**config.mk**
```make
export PLATFORM = sky130hd
export DESIGN_NAME = lppm_ctrl
export DESIGN_NICKNAME = d
export VERILOG_FILES = /design/src/sv/lppm_pkg.sv /design/src/sv/lppm_ctrl.sv
export SDC_FILE = /design/constraint.sdc
export NUM_CORES = 1
export LEC_CHECK = 0
export BUFFER_PORTS_ARGS = -buffer_cell sky130_fd_sc_hd__buf_4
export CAP_MARGIN = 20
export CORE_AREA = 2 2 39 41
export DETAILED_ROUTE_END_ITERATION = 8
export DIE_AREA = 0 0 41 43
export SETUP_SLACK_MARGIN = 0.1
export SLEW_MARGIN = 20
export SYNTH_ARGS = -nofsm -noshare
export SYNTH_HDL_FRONTEND = slang
export SYNTH_SLANG_ARGS = --single-unit
```
**constraint.sdc**
```tcl
create_clock -name clk -period 1.3 [get_ports clk]
set_clock_uncertainty 0.1 [all_clocks]
set_input_delay 0.195 -clock clk [delete_from_list [all_inputs] [get_ports clk]]
set_output_delay 0.195 -clock clk [all_outputs]
set_load 0.1 [all_outputs]
```
**src/sv/lppm_pkg.sv**
```systemverilog
package lppm_pkg;

  // Word field widths
  localparam int OP_W     = 2;
  localparam int KEY_W    = 64;
  localparam int VALUE_W  = 64;
  localparam int SLOT_W   = 8;
  localparam int STATUS_W = 3;
  localparam int DATA_W   = 64;
  localparam int COUNT_W  = 9;

  // Default geometry
  localparam int INDEX_BITS_DEF = 8;
  localparam int KEY_BITS_DEF   = 64;
  localparam int DATA_BITS_DEF  = 64;

  // Home slot hash shifts
  localparam int HASH_SH0 = 2;
  localparam int HASH_SH1 = 6;
  localparam int HASH_SH2 = 10;
  localparam int HASH_SH3 = 14;

  typedef enum logic [OP_W-1:0] {
    OP_SEARCH = 2'd0,
    OP_INSERT = 2'd1,
    OP_REMOVE = 2'd2,
    OP_CLEAR  = 2'd3
  } op_t;

  typedef enum logic [STATUS_W-1:0] {
    STS_FOUND    = 3'd0,
    STS_MISSED   = 3'd1,
    STS_INSERTED = 3'd2,
    STS_UPDATED  = 3'd3,
    STS_FULL     = 3'd4,
    STS_REMOVED  = 3'd5,
    STS_REJECTED = 3'd6,
    STS_CLEARED  = 3'd7
  } status_t;

  typedef enum logic [1:0] {
    SLOT_FREE    = 2'd0,
    SLOT_PRESENT = 2'd1,
    SLOT_DELETED = 2'd2
  } slot_state_t;

  typedef enum logic [2:0] {
    ST_INIT,
    ST_IDLE,
    ST_ISSUE,
    ST_PROBE,
    ST_WRITE,
    ST_CLEAR,
    ST_REPLY
  } fsm_state_t;

  // Controller to datapath
  typedef struct packed {
    logic load;
    logic start;
    logic step;
    logic sweep;
    logic write;
    logic reply;
  } cmd_t;

  // Datapath to controller
  typedef struct packed {
    logic is_clear;
    logic reject;
    logic probe_end;
    logic probe_write;
    logic sweep_last;
    logic out_free;
  } stat_t;

endpackage

```
**src/sv/lppm_ctrl.sv**
```systemverilog
module lppm_ctrl (
  input  logic            clk,
  input  logic            rst_n,
  input  logic            in_valid,
  output logic            in_ready,
  input  lppm_pkg::stat_t stat,
  output lppm_pkg::cmd_t  cmd
);

  lppm_pkg::fsm_state_t state_r, state_nxt;

  // State register; reset starts the table sweep
  always_ff @(posedge clk) begin
    if (!rst_n) begin
      state_r <= lppm_pkg::ST_INIT;
    end else begin
      state_r <= state_nxt;
    end
  end

  // Next state and commands
  always_comb begin
    state_nxt = state_r;
    cmd       = '0;
    in_ready  = 1'b0;
    case (state_r)
      lppm_pkg::ST_INIT: begin
        cmd.sweep = 1'b1;
        if (stat.sweep_last) begin
          state_nxt = lppm_pkg::ST_IDLE;
        end
      end
      lppm_pkg::ST_IDLE: begin
        in_ready = 1'b1;
        cmd.load = in_valid;
        if (in_valid) begin
          state_nxt = lppm_pkg::ST_ISSUE;
        end
      end
      lppm_pkg::ST_ISSUE: begin
        cmd.start = 1'b1;
        if (stat.is_clear) begin
          state_nxt = lppm_pkg::ST_CLEAR;
        end else if (stat.reject) begin
          state_nxt = lppm_pkg::ST_REPLY;
        end else begin
          state_nxt = lppm_pkg::ST_PROBE;
        end
      end
      lppm_pkg::ST_PROBE: begin
        cmd.step = 1'b1;
        if (stat.probe_end) begin
          state_nxt = stat.probe_write ? lppm_pkg::ST_WRITE : lppm_pkg::ST_REPLY;
        end
      end
      lppm_pkg::ST_WRITE: begin
        cmd.write = 1'b1;
        state_nxt = lppm_pkg::ST_REPLY;
      end
      lppm_pkg::ST_CLEAR: begin
        cmd.sweep = 1'b1;
        if (stat.sweep_last) begin
          state_nxt = lppm_pkg::ST_REPLY;
        end
      end
      lppm_pkg::ST_REPLY: begin
        if (stat.out_free) begin
          cmd.reply = 1'b1;
          state_nxt = lppm_pkg::ST_IDLE;
        end
      end
      default: begin
        state_nxt = lppm_pkg::ST_INIT;
      end
    endcase
  end

endmodule

```
== Word level (Yosys, flattened, before mapping) ==
Cells that the tools add are included.

* Bits in registers: 3
* Bits of input ports: 9
* Output and inout port bits: 7
* Logic and storage cells: 32

* Equal/unequal tests: 11
* Muxes and demuxes: 17
* Reduce and logical (&&, ||, !) cells: 3

{| class="wikitable"
|+ Operators by type and width
! cell !! number
|-
| two-way mux 3 bit || 7
|-
| case mux 3 bit (7 select lines) || 1
|-
| != test 2 bit (second input constant) || 5
|-
| == test 3 bit (second input constant) || 3
|-
| two-way mux 1 bit || 8
|-
| == test 3 x 2 -> 1 bit (second input constant) || 2
|-
| AND reduction 5 bit || 1
|-
| == test 3 x 1 -> 1 bit (second input constant) || 1
|-
| logical NOT 3 bit || 1
|-
| two-way mux 2 bit || 1
|-
| OR reduction 2 bit || 1
|}

== Depth between registers and ports, before layout ==
Gate-level depths: netlist of the first run.

* Word-level depth: 3
* Mapped depth: 4
* Mapped depth without buffers: 3

== Worst setup path before layout of the first run ==
No wires, ideal clock.

* Path type: reg-to-output
* Start: register state_r[0]
* End: output port cmd[5] (netlist name)
* Data arrival time: 3.679 ns
* Data required time: 1.005 ns
* Path slack: -2.674 ns
* Cell stages (with the launch flop): 5
* Buffers on the path: 1
* Cell sequence: dfxtp_1 -> buf_2 -> inv_1 -> nor3_1 -> and2_1

{| class="wikitable"
|+ RTL lines
! element !! RTL line !! text
|-
| start: declaration || lppm_ctrl.sv:10 || <nowiki>lppm_pkg::fsm_state_t state_r, state_nxt;</nowiki>
|-
| start signal: assignment || lppm_ctrl.sv:15 || <nowiki>state_r <= lppm_pkg::ST_INIT;</nowiki>
|-
| start signal: assignment || lppm_ctrl.sv:17 || <nowiki>state_r <= state_nxt;</nowiki>
|-
| end: declaration || lppm_ctrl.sv:7 || <nowiki>output lppm_pkg::cmd_t cmd</nowiki>
|}

==> summary.txt, run 1 <==
Area occupied by multi-input gates - 288 um2
Residual overflow from global routing - 0
Area grow syn2layout - 154%
Hold path start - rst_n
Critical path's slowest cell - dfxtp_4
Num CTS Buffers - 3
Dpl cells - 75
Largest net degree at the start of global routing - 7
Layout Utilization - 0.538
Vias - 391
Largest stage delay on the critical path - 360 ps
H-tree levels - 1
CTS tree - built
Crit-path most repeated cell - buf_12
Die height - 43 um
Clock transition at path regs - 40 ps
Cell row count - 14
CP Capture Type - primary output
Worst Path Arrival - 1240 ps
Fmax - 653 MHz
Most frequent cells in the layout - buf_4 (18), buf_12 (7)
WL final - 1050 um
Number of diodes - 0
RSZ-0062 raised after global routing - yes
Buffers on Ports - 15
Status - finished with violations
Number of I/O pins - 16
Final period utilization - 1.18
Yosys synthesis warning count - 0
Slew Viols, Final - 0
Core area - 1380 um2
Distinct cells, synth - 22
Wire per inst - 12.7 um
Max FFs per register - 3
Vias in the first global route - 385
Post-synth EDFFs - 0
Starting Density - 0.212
Post-Layout Inst Area - 744 um2
Post-synth top area share - 0.205
HP Class - primary input to flop
Global-route wire length before repair - 1720 um
Max_cap viols - 0
Worst-skew pair later-pin latency - 240 ps
Largest cells by area after synthesis - dfxtp_1 (21%), mux2i_1 (10%), mux4_2 (7.7%)
Setup Viol. Count Final - 9
Register area - 68.8 um2
Final #Nets - 77
Final min period - 1530 ps
Routed Antenna Nets - 0
DRT iter0 DRCs - 1
CP Launch Point - state_r[0]$_SDFFE_PN0P_
Failing checks - setup timing
Synthesized area per cell - 7.91 um2
Die Area - 1760 um2
Max Buffers Root-to-Sink - 2
FILL cells - 119
Mapped cell area - 293 um2
Die Wd - 41 um
Yosys reg bits - 3
Final Wtd Congestion - 0.729
Sequential share of the synthesized area - 0.205
Critical Path RT - 1000 ps
Slew of the pin with the lowest slew margin - 260 ps
Fin Setup TNS - -1560 ps
Kind of critical path - flop to primary output
Synth Flop Type - dfxtp_1
DR pass1 iterations - 2
Area leader, netlist - dfxtp_1
Layout cell share with drive strength beyond 1 - 0.731
Critical path cell sequence - buf_12 > buf_8 > nor3_4 > buf_12
Synthesized instance count - 37
Setup ws final - -231 ps
Regs by FF count - state_r: 3 flops
Largest register by flop count - state_r
Most common cell after layout, fill and taps aside - buf_4
Crit path launch type - flop
Cell Area, Placed - 557 um2
Total track usage - 0.156
Detail Placement HPWL - 693 um
Post-cts hold buffer count - 0
Post-synthesis async set-or-reset flop share - 0
Root buf cell - clkbuf_4
Slew headroom - 0.824
Initial antenna violation count - 0
Clock Sinks - 3
Hold Fails Final Rpt - 0
Critical path fanouts, max - 5
Mapped Nets - 46
Via/cell ratio - 4.71
Fin cells - 83
Worst r2r src - state_r[0]$_SDFFE_PN0P_
Drt drc - 0
## synth_stat cells, types with 2 or more instances
library cell and instances:
mux2i_1 3, nor2b_1 2, nor3_1 4, dfxtp_1 3
inv_1 2, nor2_1 4, and2_1 2, nand2_1 3
## cell families after synthesis
family	count (synthesis)	share of synthesized area
xor+xnor	1	0.0299
flops	3	0.205
mux	4	0.179
buf+inv	5	0.0812
simple gates	19	0.359
compound gates	5	0.145
## metal layers
layer,up-vias,part of all wire,track usage
li1,194,-,-
met1,185,0.38,0.179
met4,0,0.022,0.120
met2,10,0.55,0.238
met5,-,0,0
met3,2,0.042,0.0314
## repair_timing
action,CTS,global route
setup endpoints to repair,10,10
pin swaps,5,2
gates resized for setup,31,1
buffers inserted,3,1
## worst max-delay path, delay by kind of cell, from the launching register on
family	cells	cell delay, ps
buffers and inverters	3	460
DFF	1	360
and+or+nand+nor	1	160
## worst paths after layout
check,to,slack [ps],cells past startpoint
worst max-delay path,cmd[1],-230,4
worst min-delay path,state_r[2]$_SDFFE_PN0P_,110,2
worst max register to register,state_r[1]$_SDFFE_PN0P_,-180,4
worst min register to register,state_r[1]$_SDFFE_PN0P_,580,3
## area by class of cell
type                            instances  area share
Timing Repair Buffer                   29       0.440
Tap cell                               16      0.0269
Multi-Input combinational cell         29       0.387
Sequential cell                         3      0.0924
Clock buffer                            4      0.0353
Inverter                                2      0.0185
## stage by stage
stage / setup slack [ps] / hold slack, ps
floorplan: -833 / 217
global placement: -159 / 340
detailed placement: -142 / 346
CTS: -207 / 96.5
global route: -255 / 129
finish: -231 / 109
Power of run 1 is left out: the tool's default activity adds up to more than one toggle a clock period on the data nets, which glitch-free logic cannot reach.
==> inputs of run 2 (changes only) <==
- HOLD_SLACK_MARGIN: default -> 0.15
- MAX_ROUTING_LAYER: default -> met4
==> summary.txt, run 2 (same netlist as run 1, synthesis figures left out) <==
Hold Fails Final Rpt - 0
Most common cell after layout, fill and taps aside - buf_4
Wire per inst - 12.6 um
Setup WS pre-CTS - -142 ps
Clock Sinks - 3
Slew headroom - 0.824
Setup ws final - -231 ps
Final period utilization - 1.18
Failing checks - setup timing
Vias - 395
Number of diodes - 0
Buffers on Ports - 15
Slew Viols, Final - 0
Slew of the pin with the lowest slew margin - 260 ps
Residual overflow from global routing - 0
Num CTS Buffers - 3
Status - finished with violations
Detail Placement HPWL - 693 um
Initial antenna violation count - 0
CP Capture Type - primary output
Most frequent cells in the layout - buf_4 (18), buf_12 (7)
Crit path launch type - flop
Post-Layout Inst Area - 754 um2
Area grow syn2layout - 158%
Regs by FF count - state_r: 3 flops
RSZ-0062 raised after global routing - yes
Worst Path Arrival - 1240 ps
Critical Path RT - 1000 ps
Max Buffers Root-to-Sink - 2
Starting Density - 0.212
Global-route wire length before repair - 1750 um
Cell Area, Placed - 557 um2
Worst-skew pair later-pin latency - 240 ps
Routed Antenna Nets - 0
Die height - 43 um
Kind of critical path - flop to primary output
Max_cap viols - 0
WL final - 1060 um
Final min period - 1530 ps
HP Class - primary input to flop
Core area - 1380 um2
Vias in the first global route - 398
Max FFs per register - 3
Layout cell share with drive strength beyond 1 - 0.721
Drt drc - 0
Via/cell ratio - 4.70
Setup Viol. Count Final - 9
Cell row count - 14
Fmax - 653 MHz
Final #Nets - 78
Root buf cell - clkbuf_4
Clock transition at path regs - 40 ps
Final Wtd Congestion - 0.738
Critical path fanouts, max - 5
H-tree levels - 1
DR pass1 iterations - 2
DRT iter0 DRCs - 1
Total track usage - 0.162
Die Area - 1760 um2
Fin Setup TNS - -1560 ps
CTS tree - built
Number of I/O pins - 16
Largest net degree at the start of global routing - 7
Die Wd - 41 um
Largest register by flop count - state_r
run 2: per-layer routing:
metal	wire length [um]	global-route usage
met5	0	-
met3	41	0.0314
met2	588	0.244
met1	403	0.179
met4	23	0.120
run 2: path summary, 6_finish.rpt:
check,slack [ps],cells after the start,endpoint,from
worst max-delay path,-230,4,cmd[1],state_r[0]$_SDFFE_PN0P_
worst max register to register,-180,4,state_r[1]$_SDFFE_PN0P_,state_r[0]$_SDFFE_PN0P_
worst min register to register,580,3,state_r[1]$_SDFFE_PN0P_,state_r[1]$_SDFFE_PN0P_
worst min-delay path,280,4,state_r[2]$_SDFFE_PN0P_,stat[0]
run 2: timing repair:
item,in CTS,in global routing
gates resized for setup,31,1
pin swaps,5,2
hold endpoints to repair,3,0
gates cloned,0,0
setup endpoints to repair,10,10
hold buffers,1,0
setup buffers,3,1
run 2: worst max-delay path: stages, from the launching register on:
cell     delay, ps
dfxtp_4        360
buf_12         140
buf_8          120
nor3_4         160
buf_12         200
run 2: through the flow:
step                       util  cells  hold WS [ps]
after global placement    0.402     75           340
after global routing      0.545     84           311
after floorplan               -     37           217
final                     0.545     84           281
after CTS                 0.538     83           278
after detailed placement  0.402     75           346
run 2: cell type report:
| class | count | area [um2] |
|---|---|---|
| flip-flops and latches | 3 | 68.8 |
| repair buffers | 30 | 338 |
| clock buffers | 4 | 26.3 |
| multi-input cells | 29 | 288 |
| well taps | 16 | 20.0 |
| inverters | 2 | 13.8 |
| fillers | 118 | 629 |
Power of run 2 is left out for the same reason.
==> inputs of run 3 (changes only) <==
- TNS_END_PERCENT: default -> 1
==> summary.txt, run 3 (same netlist as run 1, synthesis figures left out) <==
Status - finished with violations
Failing checks - setup timing
Area grow syn2layout - 148%
Largest net degree at the start of global routing - 11
Starting Density - 0.212
Max FFs per register - 3
Setup Viol. Count Final - 9
Most common cell after layout, fill and taps aside - buf_4
CP Capture Type - primary output
Total track usage - 0.142
Met2 Track Usage GR - 0.228
DR pass1 iterations - 3
Post-Layout Inst Area - 727 um2
Regs by FF count - state_r: 3 flops
Kind of critical path - flop to primary output
GRT met3 Usage - 0.0314
GRT met1 Usage - 0.142
Setup ws final - -191 ps
Wire per inst - 12.2 um
Final min period - 1490 ps
Drt drc - 0
DRT iter0 DRCs - 8
FILL cells - 136
Cell Area, Placed - 518 um2
Die height - 43 um
Worst-skew pair later-pin latency - 230 ps
Number of I/O pins - 16
Final Wtd Congestion - 0.699
Residual overflow from global routing - 0
Cell row count - 14
Critical path fanouts, max - 4
Crit path launch type - flop
Detail Placement HPWL - 628 um
CTS tree - built
Final #Nets - 76
RSZ-0062 raised after global routing - yes
Most frequent cells in the layout - buf_4 (15), buf_12 (6), buf_6 (6)
Vias in the first global route - 389
Slew Viols, Final - 0
Worst Hold Slack - 299 ps
Die Wd - 41 um
Number of diodes - 0
Vias - 371
Critical Path RT - 1000 ps
Layout Utilization - 0.525
Clock transition at path regs - 30 ps
Slew headroom - 0.821
Buffers on Ports - 15
Slew of the pin with the lowest slew margin - 264 ps
Die Area - 1760 um2
Max Buffers Root-to-Sink - 2
Largest register by flop count - state_r
Layout cell share with drive strength beyond 1 - 0.712
WL final - 1000 um
Routed Antenna Nets - 0
HP Class - primary input to flop
Via/cell ratio - 4.52
Initial antenna violation count - 0
Hold Fails Final Rpt - 0
Final period utilization - 1.15
Clock Sinks - 3
GR peak layer - met2
Core area - 1380 um2
Fmax - 670 MHz
Setup WS pre-CTS - -128 ps
Global-route wire length before repair - 1560 um
Num CTS Buffers - 3
Root buf cell - clkbuf_4
Worst reg-to-reg setup slack - -190 ps
H-tree levels - 1
Worst Path Arrival - 1200 ps
Max_cap viols - 0
## run 3: worst paths after layout
kind,startpoint,endpoint,cells after the start
worst max-delay path,state_r[0]$_SDFFE_PN0P_,cmd[2],4
worst min-delay path,stat[2],state_r[1]$_SDFFE_PN0P_,4
worst max register to register,state_r[0]$_SDFFE_PN0P_,state_r[1]$_SDFFE_PN0P_,4
worst min register to register,state_r[1]$_SDFFE_PN0P_,state_r[1]$_SDFFE_PN0P_,2
## run 3: area by class of cell
| cell class | count | area, um2 | area share |
|---|---|---|---|
| Timing Repair Buffer | 28 | 310 | 0.427 |
| Multi-Input combinational cell | 29 | 292 | 0.401 |
| Tap cell | 16 | 20.0 | 0.0275 |
| Sequential cell | 3 | 68.8 | 0.0947 |
| Clock buffer | 4 | 26.3 | 0.0361 |
| Inverter | 2 | 10.0 | 0.0138 |
## run 3: per-stage QoR
stage,cells,TNS [ps]
4_1_cts,82,-1440
5_1_grt,82,-1720
2_1_floorplan,37,-3970
3_5_place_dp,74,-872
6_report,82,-1380
3_3_place_gp,74,-703
## run 3: repair_timing
item                                    CTS  global route
hold endpoints to repair                  3             0
cloned                                    0             0
resized for setup                        34             2
hold buffers                              1             0
buffers inserted                          3             0
endpoints found under the setup margin   10            10
pin swaps                                 7             4
## run 3: worst max-delay path, cell delays in order, from the launching register on
cell and delay [ps]:
dfxtp_4 360, buf_6 130, xor2_2 140, nor2_2 140
buf_12 190
## run 3: routing by layer
layer  routed length (um)  part of all wire  up-vias
met3                   48             0.048        3
met5                    0                 0        -
met4                   21             0.021        0
met1                  349              0.35      162
li1                     -                 -      191
met2                  586              0.58       15
Power of run 3 is left out for the same reason.
